### config.mk
export PLATFORM = sky130hd
export DESIGN_NAME = leb_cell
export DESIGN_NICKNAME = d
export VERILOG_FILES = /design/src/hw/rtl/leb_pkg.sv /design/src/hw/rtl/leb_cell.sv
export SDC_FILE = /design/constraint.sdc
export NUM_CORES = 1
export LEC_CHECK = 0
export BUFFER_PORTS_ARGS = -buffer_cell sky130_fd_sc_hd__buf_2
export CAP_MARGIN = 20
export CORE_MARGIN = 3
export CORE_UTILIZATION = 33
export CTS_CLUSTER_SIZE = 28
export DETAILED_ROUTE_END_ITERATION = 12
export PLACE_DENSITY = 0.65
export SLEW_MARGIN = 20
export SYNTH_ARGS = -nofsm -noshare
export SYNTH_HDL_FRONTEND = slang
export SYNTH_SLANG_ARGS = --single-unit
### constraint.sdc
create_clock -name clk -period 1.5 [get_ports clk]
set_clock_uncertainty 0.2 [all_clocks]
set_input_delay 0.15 -clock clk [delete_from_list [all_inputs] [get_ports clk]]
set_output_delay 0.15 -clock clk [all_outputs]
set_load 0.01 [all_outputs]
### src/hw/rtl/leb_pkg.sv
// Package for the line edit buffer: sizes, key and response item types,
// opcode and status codes, the per-cell command and the sequencer states.
// Used by every module of the block; depends on nothing.
package leb_pkg;

	localparam int LINE_CHARS = 128;
	localparam int CNT_W      = $clog2(LINE_CHARS + 1);
	localparam int IDX_W      = $clog2(LINE_CHARS);
	localparam int RIDX_W     = 7;
	localparam int CMP_W      = (CNT_W > RIDX_W) ? CNT_W : RIDX_W;
	localparam int GRP_SIZE   = 16;
	localparam int NUM_GRP    = (LINE_CHARS + GRP_SIZE - 1) / GRP_SIZE;

	typedef enum logic [3:0] {
		OP_CHAR   = 4'd0,
		OP_RIGHT  = 4'd1,
		OP_LEFT   = 4'd2,
		OP_BACK   = 4'd3,
		OP_HOME   = 4'd4,
		OP_END    = 4'd5,
		OP_DELETE = 4'd6,
		OP_TOGGLE = 4'd7,
		OP_READ   = 4'd8
	} opcode_t;

	typedef enum logic [1:0] {
		STAT_DONE    = 2'd0,
		STAT_IGNORED = 2'd1,
		STAT_FULL    = 2'd2
	} status_t;

	typedef struct packed {
		logic [3:0]        opcode;
		logic [7:0]        char_code;
		logic [RIDX_W-1:0] read_index;
	} key_item_t;

	typedef struct packed {
		logic [1:0] status;
		logic [7:0] cursor_pos;
		logic [7:0] line_length;
		logic       overwrite_on;
		logic [7:0] read_char;
	} rsp_item_t;

	typedef enum logic [1:0] {
		CELL_HOLD,
		CELL_WRITE,
		CELL_INSERT,
		CELL_REMOVE
	} cell_op_t;

	typedef struct packed {
		cell_op_t         op;
		logic [IDX_W-1:0] pos;
		logic [7:0]       ch;
	} cell_cmd_t;

	typedef struct packed {
		rsp_item_t rsp;
		logic      rd_ok;
	} ctrl_res_t;

	typedef enum logic [1:0] {
		S_IDLE,
		S_EXEC,
		S_GATHER
	} state_t;

endpackage

### src/hw/rtl/leb_cell.sv
// One character cell of the line store: holds a byte and takes its own,
// its left or right neighbor's value or the new character, per the command.
// Depends on leb_pkg.
module leb_cell (
	input  logic                      clk,
	input  logic                      arst_n,
	input  leb_pkg::cell_cmd_t        cmd,
	input  logic [leb_pkg::IDX_W-1:0] idx,
	input  logic [7:0]                from_left,
	input  logic [7:0]                from_right,
	input  logic [leb_pkg::CMP_W-1:0] rd_idx,
	output logic [7:0]                data,
	output logic [7:0]                rd_data
);

	logic [7:0] data_q;
	logic [7:0] data_d;

	always_comb begin
		data_d = data_q;
		case (cmd.op)
			leb_pkg::CELL_WRITE: begin
				if (idx == cmd.pos) data_d = cmd.ch;
			end
			leb_pkg::CELL_INSERT: begin
				if (idx > cmd.pos) data_d = from_left;
				else if (idx == cmd.pos) data_d = cmd.ch;
			end
			leb_pkg::CELL_REMOVE: begin
				if (idx >= cmd.pos) data_d = from_right;
			end
			default: data_d = data_q;
		endcase
	end

	always_ff @(posedge clk or negedge arst_n) begin
		if (!arst_n) begin
			data_q <= '0;
		end else begin
			data_q <= data_d;
		end
	end

	assign data    = data_q;
	assign rd_data = (leb_pkg::CMP_W'(idx) == rd_idx) ? data_q : 8'd0;

endmodule

==> metrics <==
RSZ-0062 raised after global routing=yes; Buffers on Ports=65; final core occ=0.702; number of DRC markers in iteration 0=68; actual slew at the worst max-slew pin=0.827 ns; Starting Density=0.358; worst-path maximum fanout=6; CTS Buf Count=3; CTS max path bufs=2; final instance area=1990 um^2; Reg2Reg Depth=3; DRC Markers=0; fin. max-slew vios=0; initial antenna violation count=0; Core Region=around 2800 um^2; Synth Register Bits=8; FMAX=about 550 MHz; chip width=61.4 um; worst IR drop on VDD=~0.38 mV; Area Overhead vs Synth=95.9%; Synthesis Warnings=0; CTS root buffer=clkbuf_4; CTS tree=done; startpoint class of the critical path=primary input; Max-slew headroom=0.447; Die ar.=3770 um^2; Tcrit/Tclk final=1.21; Comb power frac=0.587; switching power total=slightly below 500 uW; Internal=784 uW; Largest register FFs=8; Worst R2R Start=data[4]; grt ovf=0; outcome=complete, but fails checks; sequential element share of the synthesized area=0.198; Sw Share=0.381; violated checks=setup timing; CTS sink cnt=8; min-delay src=from_right[1]; Hold Crit Depth=3; CP Capture Type=register; dpl hpwl=2490 um; Power Total=1270 uW; chip height=~61 um; register share of total power=0.272; vias in the first global route=1265; Post-DRT Antenna Nets=0; row count=19; nets=265; post-route worst setup slack=-0.314 ns; syn nets=170; first-pass GRT wire length=5690 um; Tmin final=1.81 ns; Vias/cell=~5.4; Setup violations, final=16; Cell Area, Placed=roughly 1500 um^2; Syn Std Cell Area=roughly 1000 um^2; Total Wirelength=3770 um; Inserted Diodes=0; Post-synth EDFFs=0; largest net degree at the start of global routing=17; Main synth FF type=dfrtp_1; WP data required=1.42 ns; max cap viols=0; pwr dens=~640 nW/um^2; critical setup path kind=primary input to register; Data arrival, critical path=1.74 ns; Hold Path Sink=data[1]; pre-CTS setup slack=-0.726 ns; H-Tree Level Count=1; Hold Violations, Final=0; R2R Setup Slk=0.10 ns; synth top area cells=dfrtp_1 (20%), mux2_4 (12%), ha_1 (11%); Lkg Pwr=0.000901 uW; worst skew pair latency=~0.25 ns; post-synthesis cell count=~110; area leader, netlist=dfrtp_1; Avg WL per Cell=16.0 um; GP Congestion=0.802; r2r endpoint=data[4]; Clk pwr share=0.141; first drt pass iteration count=4; Boundary Pins=66; Worst Hold Class=primary input to register; asr flop ratio synth=1.00; global-route usage over all layers=0.202; Avg Inst Size Synth=9.13 um^2; Clock Pin Slew Worst Setup and Hold Paths=0.06 ns; area share of the largest cell type after synthesis=0.198; Synth top cells by count=ha_1 (9), inv_1 (9), nand3b_1 (9), nor2_1 (9); Netlist cell types=27; share of layout cells above drive strength 1=0.642; via count=1267; worst hold margin=0.0248 ns
-- worst max-delay path by stage --
stage,from,end
4_1_cts,idx[6],data[1]
6_report,idx[6],data[4]
3_5_place_dp,cmd[13],data[1]
2_1_floorplan,cmd[13],data[0]
5_1_grt,idx[6],data[1]
3_3_place_gp,cmd[13],data[1]
-- metrics by stage --
stage / cells / setup TNS (ns)
2_1_floorplan: 111 / -3.12
3_3_place_gp: 214 / -7.71
3_5_place_dp: 214 / -8.00
4_1_cts: 234 / -3.69
5_1_grt: 235 / -4.95
6_report: 235 / -3.90
-- final cells by class --
cell class	count	area, um^2
sequential	8	200
multi-input combinational	90	965
tap	31	38.8
inverter	9	51.3
clock buffer	3	22.5
fill	193	843
timing repair buffer	94	708
-- kinds of logic (layout without fill, tap and decap cells) --
family                     count (synthesis)  in the layout  synth area share
AOI/OAI and AO/OA                         24             24             0.204
xor gates and xnor gates                   7              7            0.0605
adders and majority gates                  9              9             0.111
buffers and inverters                     14            106            0.0765
DFF                                        8              8             0.198
muxes                                      8              8             0.119
and+or+nand+nor                           41             42             0.232
-- power groups by stage --
stage,logic [uW],clock network [uW],registers [uW]
after floorplan,365,0,364
after global placement,605,0,338
after detailed placement,619,0,344
after CTS,707,178,342
after global routing,812,194,358
final,743,178,345
-- layout by cell type, fill, tap and decap left out, types with 6 or more instances in the layout --
master,synthesis,layout
buf_2,1,48
buf_6,1,20
dlygate4sd3_1,0,13
buf_4,0,11
nand3b_1,9,9
nor2_1,9,9
and2_4,0,8
mux2_4,8,8
nand3_1,8,8
a221oi_2,0,8
a31oi_1,8,8
dfrtp_1,8,8
ha_4,0,6
-- metal layers --
layer | part of all wire | GRT usage | vias to the layer above
li1 | - | - | 608
met1 | 0.39 | 0.246 | 603
met2 | 0.54 | 0.367 | 50
met3 | 0.057 | 0.0294 | 6
met4 | 0.017 | 0.0545 | 0
met5 | 0 | 0 | -
-- critical path, stage by stage --
cell	delay [ns]
buf_6	0.10
ha_4	0.26
and4_4	0.23
and4_4	0.31
mux2_4	0.33
a221oi_2	0.23
a31oi_1	0.12
-- timing repair --
| item | CTS | global route |
|---|---|---|
| setup buffers | 3 | 1 |
| endpoints found under the setup margin | 16 | 16 |
| hold endpoints to repair | 16 | 0 |
| gates resized for setup | 33 | 18 |
| gates cloned | 1 | 0 |
| hold buffers | 13 | 0 |
| pin swaps | 20 | 21 |
(Power assumes the default switching activity.)
