File: config.mk
export PLATFORM = sky130hd
export DESIGN_NAME = leb_ctrl
export DESIGN_NICKNAME = d
export VERILOG_FILES = /design/src/hw/rtl/leb_pkg.sv /design/src/hw/rtl/leb_ctrl.sv
export SDC_FILE = /design/constraint.sdc
export NUM_CORES = 1
export LEC_CHECK = 0
export ABC_AREA = 1
export CORE_ASPECT_RATIO = 0.5
export CORE_MARGIN = 2
export CORE_UTILIZATION = 60
export CTS_CLUSTER_DIAMETER = 200
export DETAILED_ROUTE_END_ITERATION = 8
export DONT_BUFFER_PORTS = 1
export PLACE_DENSITY = 0.74
export SLEW_MARGIN = 20
export SYNTH_ARGS = -nofsm -noshare
export SYNTH_HDL_FRONTEND = slang
export SYNTH_SLANG_ARGS = --single-unit
File: constraint.sdc
create_clock -name clk -period 2.45 [get_ports clk]
set_input_delay 0 -clock clk [delete_from_list [all_inputs] [get_ports clk]]
set_output_delay 0 -clock clk [all_outputs]
set_load 0.02 [all_outputs]
File: src/hw/rtl/leb_pkg.sv
// Package for the line edit buffer: sizes, key and response item types,
// opcode and status codes, the per-cell command and the sequencer states.
// Used by every module of the block; depends on nothing.
package leb_pkg;

	localparam int LINE_CHARS = 128;
	localparam int CNT_W      = $clog2(LINE_CHARS + 1);
	localparam int IDX_W      = $clog2(LINE_CHARS);
	localparam int RIDX_W     = 7;
	localparam int CMP_W      = (CNT_W > RIDX_W) ? CNT_W : RIDX_W;
	localparam int GRP_SIZE   = 16;
	localparam int NUM_GRP    = (LINE_CHARS + GRP_SIZE - 1) / GRP_SIZE;

	typedef enum logic [3:0] {
		OP_CHAR   = 4'd0,
		OP_RIGHT  = 4'd1,
		OP_LEFT   = 4'd2,
		OP_BACK   = 4'd3,
		OP_HOME   = 4'd4,
		OP_END    = 4'd5,
		OP_DELETE = 4'd6,
		OP_TOGGLE = 4'd7,
		OP_READ   = 4'd8
	} opcode_t;

	typedef enum logic [1:0] {
		STAT_DONE    = 2'd0,
		STAT_IGNORED = 2'd1,
		STAT_FULL    = 2'd2
	} status_t;

	typedef struct packed {
		logic [3:0]        opcode;
		logic [7:0]        char_code;
		logic [RIDX_W-1:0] read_index;
	} key_item_t;

	typedef struct packed {
		logic [1:0] status;
		logic [7:0] cursor_pos;
		logic [7:0] line_length;
		logic       overwrite_on;
		logic [7:0] read_char;
	} rsp_item_t;

	typedef enum logic [1:0] {
		CELL_HOLD,
		CELL_WRITE,
		CELL_INSERT,
		CELL_REMOVE
	} cell_op_t;

	typedef struct packed {
		cell_op_t         op;
		logic [IDX_W-1:0] pos;
		logic [7:0]       ch;
	} cell_cmd_t;

	typedef struct packed {
		rsp_item_t rsp;
		logic      rd_ok;
	} ctrl_res_t;

	typedef enum logic [1:0] {
		S_IDLE,
		S_EXEC,
		S_GATHER
	} state_t;

endpackage

File: src/hw/rtl/leb_ctrl.sv
// Edit control: holds cursor, length and mode, decodes one key item into
// a command for the row of cells and the response fields.
// Depends on leb_pkg.
module leb_ctrl (
	input  logic               clk,
	input  logic               arst_n,
	input  logic               exec,
	input  leb_pkg::key_item_t item,
	output leb_pkg::cell_cmd_t cmd,
	output leb_pkg::ctrl_res_t res
);

	logic [leb_pkg::CNT_W-1:0] cursor_q;
	logic [leb_pkg::CNT_W-1:0] cursor_d;
	logic [leb_pkg::CNT_W-1:0] length_q;
	logic [leb_pkg::CNT_W-1:0] length_d;
	logic                      mode_q;
	logic                      mode_d;
	logic                      full;
	logic [1:0]                status;
	logic                      rd_ok;
	leb_pkg::cell_cmd_t        cmd_d;

	assign full = (length_q == leb_pkg::CNT_W'(leb_pkg::LINE_CHARS));

	always_comb begin
		cursor_d  = cursor_q;
		length_d  = length_q;
		mode_d    = mode_q;
		status    = leb_pkg::STAT_DONE;
		rd_ok     = 1'b0;
		cmd_d.op  = leb_pkg::CELL_HOLD;
		cmd_d.pos = leb_pkg::IDX_W'(cursor_q);
		cmd_d.ch  = item.char_code;
		case (item.opcode)
			leb_pkg::OP_CHAR: begin
				if (cursor_q >= length_q) begin
					if (!full) begin
						cmd_d.op  = leb_pkg::CELL_WRITE;
						cmd_d.pos = leb_pkg::IDX_W'(length_q);
						length_d  = length_q + leb_pkg::CNT_W'(1);
						cursor_d  = length_q + leb_pkg::CNT_W'(1);
					end else begin
						status = leb_pkg::STAT_FULL;
					end
				end else if (mode_q) begin
					cmd_d.op = leb_pkg::CELL_WRITE;
					cursor_d = cursor_q + leb_pkg::CNT_W'(1);
				end else if (full) begin
					status = leb_pkg::STAT_FULL;
				end else begin
					cmd_d.op = leb_pkg::CELL_INSERT;
					length_d = length_q + leb_pkg::CNT_W'(1);
					cursor_d = cursor_q + leb_pkg::CNT_W'(1);
				end
			end
			leb_pkg::OP_RIGHT: begin
				if (cursor_q < length_q) cursor_d = cursor_q + leb_pkg::CNT_W'(1);
				else status = leb_pkg::STAT_IGNORED;
			end
			leb_pkg::OP_LEFT: begin
				if (cursor_q != '0) cursor_d = cursor_q - leb_pkg::CNT_W'(1);
				else status = leb_pkg::STAT_IGNORED;
			end
			leb_pkg::OP_BACK: begin
				if (cursor_q != '0) begin
					cmd_d.op  = leb_pkg::CELL_REMOVE;
					cmd_d.pos = leb_pkg::IDX_W'(cursor_q - leb_pkg::CNT_W'(1));
					cursor_d  = cursor_q - leb_pkg::CNT_W'(1);
					length_d  = length_q - leb_pkg::CNT_W'(1);
				end else begin
					status = leb_pkg::STAT_IGNORED;
				end
			end
			leb_pkg::OP_HOME: cursor_d = '0;
			leb_pkg::OP_END:  cursor_d = length_q;
			leb_pkg::OP_DELETE: begin
				if (cursor_q < length_q) begin
					cmd_d.op = leb_pkg::CELL_REMOVE;
					length_d = length_q - leb_pkg::CNT_W'(1);
				end else begin
					status = leb_pkg::STAT_IGNORED;
				end
			end
			leb_pkg::OP_TOGGLE: mode_d = ~mode_q;
			leb_pkg::OP_READ: begin
				rd_ok = (leb_pkg::CMP_W'(item.read_index) < leb_pkg::CMP_W'(length_q));
			end
			default: status = leb_pkg::STAT_IGNORED;
		endcase
	end

	always_comb begin
		cmd = cmd_d;
		if (!exec) cmd.op = leb_pkg::CELL_HOLD;
	end

	always_comb begin
		res.rsp.status       = status;
		res.rsp.cursor_pos   = 8'(cursor_d);
		res.rsp.line_length  = 8'(length_d);
		res.rsp.overwrite_on = mode_d;
		res.rsp.read_char    = 8'd0;
		res.rd_ok            = rd_ok;
	end

	always_ff @(posedge clk or negedge arst_n) begin
		if (!arst_n) begin
			cursor_q <= '0;
			length_q <= '0;
			mode_q   <= 1'b0;
		end else if (exec) begin
			cursor_q <= cursor_d;
			length_q <= length_d;
			mode_q   <= mode_d;
		end
	end

endmodule

==> out/results.txt <==
gr usage total - 38.2%
Leak - 2.24 nW
Pre-Repair DR Iteration Count - 5
power share of the clock group - 7.4%
Placed Cells - 750
period utilisation layout - 99.2%
Post-route DRC - 0
Max Slew Vio Count - 0
RePlAce Congestion - 1.02
Worst-path clk slew - 0.06 ns
remaining antenna violation count - 0
Final WS setup - 0.0199 ns
Die Y - 59.7 um
critical path's largest stage delay - 0.40 ns
Final min period - 2.43 ns
first-pass GRT wire length - 19,700 um
final hold slack - 0.00000655 ns
most used cell, CP - nand2_1
wire per inst - 17.3 um
post-synth top area share - 25.1%
critical-path cell list - inv_1 -> ha_4 -> nand2_1 -> inv_1 -> nand2_1 -> nand2_1 -> nand2_2 -> buf_4 -> nand3_2 -> buf_12 -> inv_6 -> nand2_1 -> nand3_1 -> a21boi_2 -> buf_4
fmax - 412 MHz
Reg power frac - 9.4%
htree depth - 1
maximum vdd drop - 0.475 mV
top-count cell post-synth - nand2_1
final core utilization - 68.8%
initial core utilization - 61.7%
First DRT Iteration DRCs - 683
WS Path Type - register to output pin
Mean Syn Cell Area - 5.65 um^2
TritonCTS buffer count - 3
FFs w/ async S/R, synth - 100%
dpl ws - 0.176 ns
CTS tree - done
ratio of cells with drive above 1 in the final layout - 18.8%
clk_skew - 0.00439 ns
Core Area - 6030 um^2
Root Driver - clkbuf_16
vias in the first global route - 3,660
Final Non-Filler Cells - 763
synth cell count leaders - nand2_1, nand3_1, inv_1, nor2_1, buf_4
row cnt - 20
nets@finish - 716
CTS Sinks - 17
main area contributors after synthesis - nand2_1, nand3_1, dfrtp_1, ha_1, buf_4
pin count of the biggest net entering global routing - 22
I/O pin count - 67
CP required - 2.45 ns
CP arrival - 2.43 ns
Crit path buffers/inverters - 6
Clock Latency Late Sink - 0.26 ns
CP top delay family - buffers and inverters
antenna cells - 0
slowest CP cell - dfrtp_1
worst min-delay path class - input pin to output pin
routed via count - 4,467
PwrDens - 1160 nW/um^2
Die Span X - 115 um
Synth area leader - nand2_1
fill count - 595
Startpoint Class - register
crit path capture type - output pin
Post-synth EDFFs - 0
DP HPWL - 9500 um
sw frac - 59.2%
Final setup viols - 0
Slew @ Worst Pin - 0.905 ns
final global-route overflow total - 0
Post-Syn Instances - 659
status - finished, final reports clean
die area - 6890 um^2
Seq/Total Area, Yosys - 11.4%
CP max FO - 16
Syn. warnings - 0
port bufs - 0
combinational power share - 83.2%
Rel. slew slack - 39.5%
Pint - 1.97 mW
Max Cap Viol - 0
Cell Area, Synth - 3720 um^2
Distinct cells, synth - 40
Design Power - 4.83 mW
final wirelength - 13,200 um
Vias/cell - 5.85
clk buf depth - 2
P&R area growth vs syn - 11.5%
initial antenna violation count - 0
Most used DFF post-synth - dfrtp_1
Seq cells post-synth - 17
Fin. Hold Viols - 0
switching pwr - 2.86 mW
## metrics by stage
step / cell area [um^2] / setup TNS (ns)
6_report: 4150 / 0
3_3_place_gp: 3860 / 0
5_1_grt: 4150 / -0.0629
3_5_place_dp: 3860 / 0
2_1_floorplan: 3750 / 0
4_1_cts: 3980 / 0
## registers in the layout (all words and copies together) (netlist names)
| name | cells |
|---|---|
| mode_q | 1 |
| length_q | 8 |
| cursor_q | 8 |
## layout by cell type, fill, tap and decap left out, types with 5 or more instances in the layout
cell	netlist	final
nor2_1	34	32
dfrtp_1	17	17
nor2_2	7	7
a21oi_1	16	14
o21ai_0	20	20
inv_2	15	16
nand2_2	4	5
conb_1	1	8
nand3_1	92	91
ha_1	18	16
buf_4	28	49
nand2_1	249	247
inv_1	46	46
xor2_1	9	9
o211ai_1	7	7
a21boi_2	0	6
nand3_2	6	6
o21ai_1	18	18
nand4_1	8	8
## metal layers
metal  up-vias  wire, um  global-route usage, %
li1       2132         -                      -
met1      1960      5600                   55.6
met2       332      5300                   56.5
met3        43      1980                   9.94
met5         -         0                      0
met4         0       335                   8.78
## worst paths after layout
check                                              from                       to  slack, ns  depth (start not counted)
worst max-delay path            length_q[3]$_DFFE_PN0P_                  res[18]       0.02                         15
worst min-delay path                           item[10]                   cmd[3]   0.000007                          0
worst max register to register  length_q[3]$_DFFE_PN0P_  cursor_q[0]$_DFFE_PN0P_       0.25                         16
worst min register to register  length_q[1]$_DFFE_PN0P_  length_q[1]$_DFFE_PN0P_       0.68                          3
max in group asynchronous                        arst_n  cursor_q[1]$_DFFE_PN0P_       1.58                          1
min in group asynchronous                        arst_n  length_q[3]$_DFFE_PN0P_       0.31                          1
## power groups by stage
stage                     combinational (mW)  sequential [mW]  clock [mW]
final                                   4.02            0.454       0.356
after global routing                    4.33            0.459       0.372
after CTS                               3.55            0.446       0.354
after detailed placement                3.45            0.449           0
after global placement                  3.42            0.450           0
after floorplan                         2.59            0.459           0
## layout make-up
type | instances | area [um^2] | area share (%)
multi-input combinational | 528 | 2780 | 67.0
timing repair buffer | 57 | 475 | 11.5
sequential | 17 | 425 | 10.3
inverter | 69 | 279 | 6.73
tap | 88 | 110 | 2.65
clock buffer | 4 | 78.8 | 1.90
## worst register-to-register path, delay by kind of cell, from the launching register on
family	cells	cell delay, ns
adders and majority gates	1	0.22
buffers and inverters	5	0.63
DFF	1	0.41
and+or+nand+nor	10	0.82
## cell families (layout without fill, tap and decap cells)
| logic type | count (synthesis) | count (layout) | share of synthesized area (%) |
|---|---|---|---|
| flip-flops | 17 | 17 | 11.4 |
| buffers and inverters | 121 | 130 | 17.0 |
| AO/OA/AOI/OAI | 78 | 78 | 12.8 |
| AND/OR/NAND/NOR | 413 | 413 | 50.0 |
| other | 1 | 8 | 0.101 |
| XOR/XNOR | 11 | 11 | 2.59 |
| adder cells (fa/ha/maj) | 18 | 18 | 6.05 |
## what timing repair did
action                                  in CTS  in global routing
endpoints found under the setup margin      10                 25
pin swaps                                    0                  7
hold buffers                                 2                  0
setup buffers                                0                  5
endpoints found under the hold margin       34                  0
cloned                                       1                  1
resized for setup                            5                 26
(Power assumes the default switching activity.)
